<file path="src/rtl/lmsw_ram.sv">
`default_nettype none
module lmsw_ram #(
    parameter int WIDTH = 32,
    parameter int DEPTH = 16,
    localparam int AW = (DEPTH > 1) ? $clog2(DEPTH) : 1
) (
    input  wire logic             clk,
    input  wire logic             we,
    input  wire logic [AW-1:0]    waddr,
    input  wire logic [WIDTH-1:0] wdata,
    input  wire logic [AW-1:0]    raddr,
    output logic      [WIDTH-1:0] rdata
);

    logic [WIDTH-1:0] mem [DEPTH];

    always_ff @(posedge clk)
    begin
        if (we)
        begin
            mem[waddr] <= wdata;
        end
        rdata <= mem[raddr];
    end

endmodule
`default_nettype wire

</file>
<file path="config.mk">
export PLATFORM = sky130hd
export DESIGN_NAME = lmsw_ram
export DESIGN_NICKNAME = d
export VERILOG_FILES = /design/src/rtl/lmsw_ram.sv
export SDC_FILE = /design/constraint.sdc
export NUM_CORES = 1
export LEC_CHECK = 0
export BUFFER_PORTS_ARGS = -buffer_cell sky130_fd_sc_hd__buf_4
export CORE_ASPECT_RATIO = 0.75
export CORE_MARGIN = 4
export CORE_UTILIZATION = 33
export CTS_BUF_LIST = sky130_fd_sc_hd__clkbuf_8 sky130_fd_sc_hd__clkbuf_16
export DETAILED_ROUTE_END_ITERATION = 10
export HOLD_SLACK_MARGIN = 0.02
export PLACE_DENSITY = 0.56
export SETUP_SLACK_MARGIN = 0.3
export SKIP_CTS_REPAIR_TIMING = 1
export SYNTH_ARGS = -nofsm -noshare
export SYNTH_HDL_FRONTEND = slang
export SYNTH_SLANG_ARGS = --single-unit
</file>
<file path="constraint.sdc">
create_clock -name clk -period 3.92 [get_ports clk]
set_input_delay 0.196 -clock clk [delete_from_list [all_inputs] [get_ports clk]]
set_output_delay 0.196 -clock clk [all_outputs]
set_load 0.1 [all_outputs]
</file>
### Word-level counts from Yosys, hierarchy flattened

Memory sizes are Yosys's and may differ from the RTL's. A register that Yosys moved wholly into a read port is not among the register bits.
Cells that the tools add are included.

* mux-type cells: 2

Operator list (count)
* $mux 1: 2

* logic and storage cells: 3
* flip-flop bits (word level): 0
* input bits: 42
* memories kept: 1
* RAM bits: 512

Memories
* mem: words 16, bits a word 32, read ports 1, clocked after memory_dff 1, write ports 1, RTL line 15 `logic [WIDTH-1:0] mem [DEPTH];`

### Depth between registers and ports, before layout

Gate-level depths: netlist of run 1.

* depth after elaboration: 2
* depth in mapped cells: 5

### Worst setup path after synthesis of run 1

OpenSTA, ideal clock, no wires.

* path kind: input port to flip-flop
* start: input port waddr[2]
* end: memory mem[0][0] (enable)
* required time: 3459 ps
* stages: 2
* data arrival time: 2914 ps
* setup slack: 544 ps
* library setup time: 461 ps
* cell sequence: or3b_2 nor3_1

RTL lines
* from (decl): RTL line 9 `input wire logic [AW-1:0] waddr,`
* to (decl): RTL line 15

No word-level cell before the write port.

### Worst setup path after layout of run 1

* start: input port waddr[2]
* end: memory mem[11][2] (enable)

No word-level cell before the write port.

==> reports/qor.yml, run 1 <==
finalHoldViolCount: 0
async_flop_share_pct: 0
synthAdderAreaFrac_pct: 0
critPathLaunchType: "input pin"
rsz0062_at_grt: "false"
finalNetCount: 1021
grtUsageTotal_pct: 13.76
ys_types: 18
antenna_found_initial: 0
die_x_um: 291.2
grt_max_degree: 54
synth_mux_area_share_pct: 14.52
power_leakage_nw: 7.524
synth_top_cell_area_share_pct: 77.44
vias: 9101
max-slew-margin-rel_pct: 15.76
netlist_instances: 838
cts_root_buffer: "clkbuf_16"
dp_slack_ns: 1.515
gr-max-usage-layer: "met1"
drt_wl_total_um: 44170
io_pins: 74
htreeDepth: 2
area_growth_pct: 18.19
n_antenna_cell: 0
detail-route-antenna-nets: 0
synthXorXnorAreaFrac_pct: 0
die_y_um: 220.4
path_cells: "buf_4 > nand3b_1 > nor2_4 > buf_4"
overflow: 0
critPathKind: "in2reg"
arrival_ns: 2.00
met3_usage_pct: 2.789
drive_above_1_share_pct: 30.66
coreArea_um2: 59250
tightest_slew_ns: 1.261
synth-seq-area-share_pct: 80.67
cts_tree: "done"
syn_area_um2: 19850
holdWs_ns: 0.2231
yosysTopAreaCell: "edfxtp_1"
wl_per_cell_um: 24.39
synth_common_cells: "edfxtp_1 (512), mux4_2 (128), a22oi_1 (64)"
num_rows: 77
max_stage_delay_ns: 0.75
initial_core_util_pct: 33.51
worstPathMaxFanout: 18
powerDensity_nw_per_um2: 517.7
setup_slack_ns: 2.137
synth-seq-cells: 544
synth_compound_area_share_pct: 2.420
status: "finished, final reports clean"
min_path_type: "in2reg"
dp_hpwl_um: 24640
grt_pass1_vias: 9302
fin_worst_skew_ns: 0.02302
cp.required_ns: 4.14
grt_pass1_wl_um: 65050
yosysWarnings: 0
setup_viol: 0
synth_flop_cell: "edfxtp_1"
place.port_buffers: 73
drcViolationCount: 0
clock_path_buffers: 3
routed_via_density: 5.025
yosysMostFrequentCell: "edfxtp_1"
ir_worst_vdd_mv: 0.3269
setup_tns_ns: 0
max_freq_mhz: 560.8
endpoint_kind: "flip-flop"
numCtsBuffers: 50
dr.first_iter.drc_count: 872
synth-simple-area-share_pct: 1.273
synth_fp_nets: 880
grt_util_met2_pct: 19.53
drv_cap: 0
synth_top_family_by_area: "multiplexers"
fin_crit_ns: 1.783
use_met1_pct: 22.09
finalCritPeriodShare_pct: 45.49
die-area_um2: 64190
nFillCells: 5240
synth_area_leaders: "edfxtp_1 (77%), mux4_2 (15%), dfxtp_1 (3.2%)"
synth_edf_count: 512
cp_common_cell: "buf_4"
clk_pin_slew_ns: 0.06
slew_violations: 0
cts.sinks: 544
total_power_w: 0.01215
first_pass_iters: 5
avgSynthCellArea_um2: 23.69
insertion_delay_ns: 0.57
cp_slowest_cell: "nor2_4"
gp_congestion: 0.7133
==> power breakdown <==
part,internal (W),switching [W]
registers,0.00650,0.0000437
clock network,0.00261,0.00207
logic,0.000290,0.000633
==> layer usage <==
layer | vias to the layer above | wire length, um
met5 | - | 0
li1 | 3861 | -
met1 | 4901 | 22040
met3 | 47 | 3007
met4 | 0 | 536
met2 | 292 | 18580
==> critical path, delay by kind of cell <==
kind,cells,cell delay (ns)
buffers and inverters,2,0.60
and+or+nand+nor,2,1.17
==> state kept, by name, indices dropped and copies added (netlist names) <==
name and cells:
rdata 32, mem 512
==> cell usage in the layout, fill, tap and decap left out, types with 2 or more instances in the layout <==
cell type	synthesis	routed
edfxtp_1	512	512
inv_1	0	22
a22oi_1	64	64
buf_12	0	4
clkinv_1	0	8
nand2b_1	2	2
buf_4	11	95
nor3_2	0	4
dlygate4sd3_1	0	32
clkinv_8	0	2
nand3b_1	2	2
dfxtp_1	32	32
clkinv_2	0	3
mux4_2	128	128
nand2_1	33	33
nor2_4	0	13
nor2b_4	0	2
bufinv_16	0	3
clkbuf_16	0	51
clkbuf_8	0	4
==> worst paths after layout <==
check	from	end	slack [ns]	depth (start not counted)
setup / recovery	waddr[2]	mem[11][2]$_DFFE_PP_	2.14	4
setup reg to reg	mem[8][31]$_DFFE_PP_	rdata[31]$_DFF_P_	2.44	3
hold reg to reg	mem[6][12]$_DFFE_PP_	rdata[12]$_DFF_P_	0.66	3
hold / removal	raddr[2]	rdata[5]$_DFF_P_	0.22	4
==> cell families after synthesis <==
group	Yosys count
DFF	544
muxes	128
AOI/OAI and AO/OA	64
buffers and inverters	43
and+or+nand+nor	59
==> metrics by stage <==
step	instances	cell area (um^2)	util, %
final	1811	23470	39.60
after global routing	1811	23470	39.60
after CTS	1778	23120	39.03
after detailed placement	1684	21540	36.36
after global placement	1684	21540	36.36
after floorplan	838	19850	-
==> cell type report <==
cell class	instances	area (um^2)	share of cell area, %
clock inverter	40	266.5	1.136
tap	790	988.4	4.212
multi-input combinational	251	3750	15.98
timing repair buffer	132	1127	4.804
sequential	544	16020	68.25
clock buffer	54	1318	5.615
(Power assumes the default switching activity.)
==> run 2: changes to the inputs <==
Settings changed: ABC_AREA from default to 1, PLACE_DENSITY 0.56 to 0.57.
Clock period 3.92 ns to 1.6 ns, I/O delays scaled along.
==> reports/qor.yml, run 2 <==
synth_top_cell_area_share_pct: 67.64
powerDensity_nw_per_um2: 1152
cts_root_buffer: "clkbuf_16"
yosysTopAreaCell: "edfxtp_1"
syn_area_um2: 22730
synth_area_leaders: "edfxtp_1 (68%), nand2_1 (11%), nand3_1 (8.5%)"
tightest_slew_ns: 0.5198
max_freq_mhz: 779.8
die_y_um: 235.3
slew_violations: 0
numCtsBuffers: 55
dr.first_iter.drc_count: 1273
drcViolationCount: 0
path_cells: "buf_8"
final_area_um2: 27360
drt_wl_total_um: 57980
gp_congestion: 0.7823
insertion_delay_ns: 0.62
total_power_w: 0.03153
async_flop_share_pct: 0
max-slew-margin-rel_pct: 65.35
synth_fp_nets: 2162
antenna_found_initial: 0
detail-route-antenna-nets: 0
yosysWarnings: 0
avgSynthCellArea_um2: 10.72
arrival_ns: 1.20
die_x_um: 311.1
vias: 14860
power_leakage_nw: 11.56
clock_path_buffers: 3
synth_flop_cell: "edfxtp_1"
ir_worst_vdd_mv: 0.9260
drive_above_1_share_pct: 11.73
top_layer: "met4"
wl_met2_um: 26530
num_rows: 83
reg_top3: "mem: 512 flops, rdata: 32 flops"
holdWs_ns: 0.06700
endpoint_kind: "primary output"
fin_crit_ns: 1.282
finalCritPeriodShare_pct: 80.15
largest_register: "mem"
synth_edf_count: 512
htreeDepth: 2
cts.sinks: 544
overflow: 0
final_common_cell: "nand2_1"
finalNetCount: 2308
synth-seq-area-share_pct: 70.46
grt_pass1_vias: 14310
setup_viol: 0
fin_worst_skew_ns: 0.02828
routed_via_density: 4.640
cp_slowest_cell: "dfxtp_1"
dp_hpwl_um: 33400
critPathBufInv: 1
dpl_cell_area_um2: 24990
initial_core_util_pct: 33.26
wl_met3_um: 3810
ys_types: 15
clk_pin_slew_ns: 0.06
cts_tree: "done"
largest_reg_flops: 512
grt_pass1_wl_um: 88300
critPathKind: "reg2out"
yosysMostFrequentCell: "nand2_1"
max_stage_delay_ns: 0.38
place.port_buffers: 73
area_growth_pct: 20.38
cp.required_ns: 1.52
io_pins: 74
min_path_type: "in2reg"
synth_common_cells: "nand2_1 (677), edfxtp_1 (512), inv_1 (388)"
met1_length_um: 26670
wl_per_cell_um: 18.10
status: "finished, final reports clean"
n_antenna_cell: 0
cp_top_family: "flip-flops"
worstPathMaxFanout: 1
final_util_pct: 40.04
grt_max_degree: 78
finalHoldViolCount: 0
critPathLaunchType: "flip-flop"
first_pass_iters: 5
die-area_um2: 73190
synth-seq-cells: 544
grtUsageTotal_pct: 15.61
drv_cap: 0
netlist_instances: 2120
coreArea_um2: 68330
final_cell_mix: "nand2_1 (677), edfxtp_1 (512), inv_1 (402)"
rsz0062_at_grt: "true"
## run 2: routing by layer
layer	global-route usage (%)	vias to the layer above
met1	22.31	7173
li1	-	7147
met4	3.234	0
met3	2.596	63
met2	25.20	480
met5	0	-
## run 2: final timing paths
| path | from | end | slack (ns) | cells after the start |
|---|---|---|---|---|
| max | rdata[15]$_DFF_P_ | rdata[15] | 0.32 | 1 |
| min | raddr[0] | rdata[17]$_DFF_P_ | 0.07 | 7 |
| max reg2reg | mem[0][13]$_DFFE_PP_ | rdata[13]$_DFF_P_ | 0.53 | 6 |
| min reg2reg | mem[6][24]$_DFFE_PP_ | rdata[24]$_DFF_P_ | 0.66 | 6 |
## run 2: final cells by class
| cell class | count | area, um^2 |
|---|---|---|
| clock inverters | 42 | 301.5 |
| multi-input cells | 1081 | 4667 |
| fillers | 6470 | 40970 |
| clock buffers | 60 | 1456 |
| flip-flops and latches | 544 | 16030 |
| inverters | 390 | 1471 |
| well taps | 892 | 1116 |
| repair buffers | 194 | 2320 |
## run 2: power by group
group	total (W)	internal, W	switching [W]	leakage (nW)
logic	0.00297	0.000927	0.00205	5.74
clock network	0.0125	0.00703	0.00546	0.928
registers	0.0161	0.0159	0.000131	4.90
total	0.0315	0.0239	0.00764	11.6
## run 2: logic make-up (layout without fill, tap and decap cells)
family,Yosys count,after routing,synth area share [%]
AND/OR/NAND/NOR,1081,1081,20.00
flip-flops,544,544,70.46
buffers and inverters,495,686,9.539
## run 2: worst register-to-register path, cell delays in order, from the launching register on
cell and delay [ns]:
edfxtp_1 0.36, inv_1 0.07, nand2_1 0.06, nand3_1 0.08, nand3_1 0.15, nand3_1 0.13, nand2_1 0.10
## run 2: metrics by stage
step / cells / setup slack, ns / TNS (ns)
after floorplan: 2120 / -0.01308 / -3.349
after global placement: 3067 / 0.09932 / 0
after detailed placement: 3067 / 0.1348 / 0
after CTS: 3169 / 0.1442 / 0
after global routing: 3203 / 0.2901 / 0
final: 3203 / 0.3176 / 0
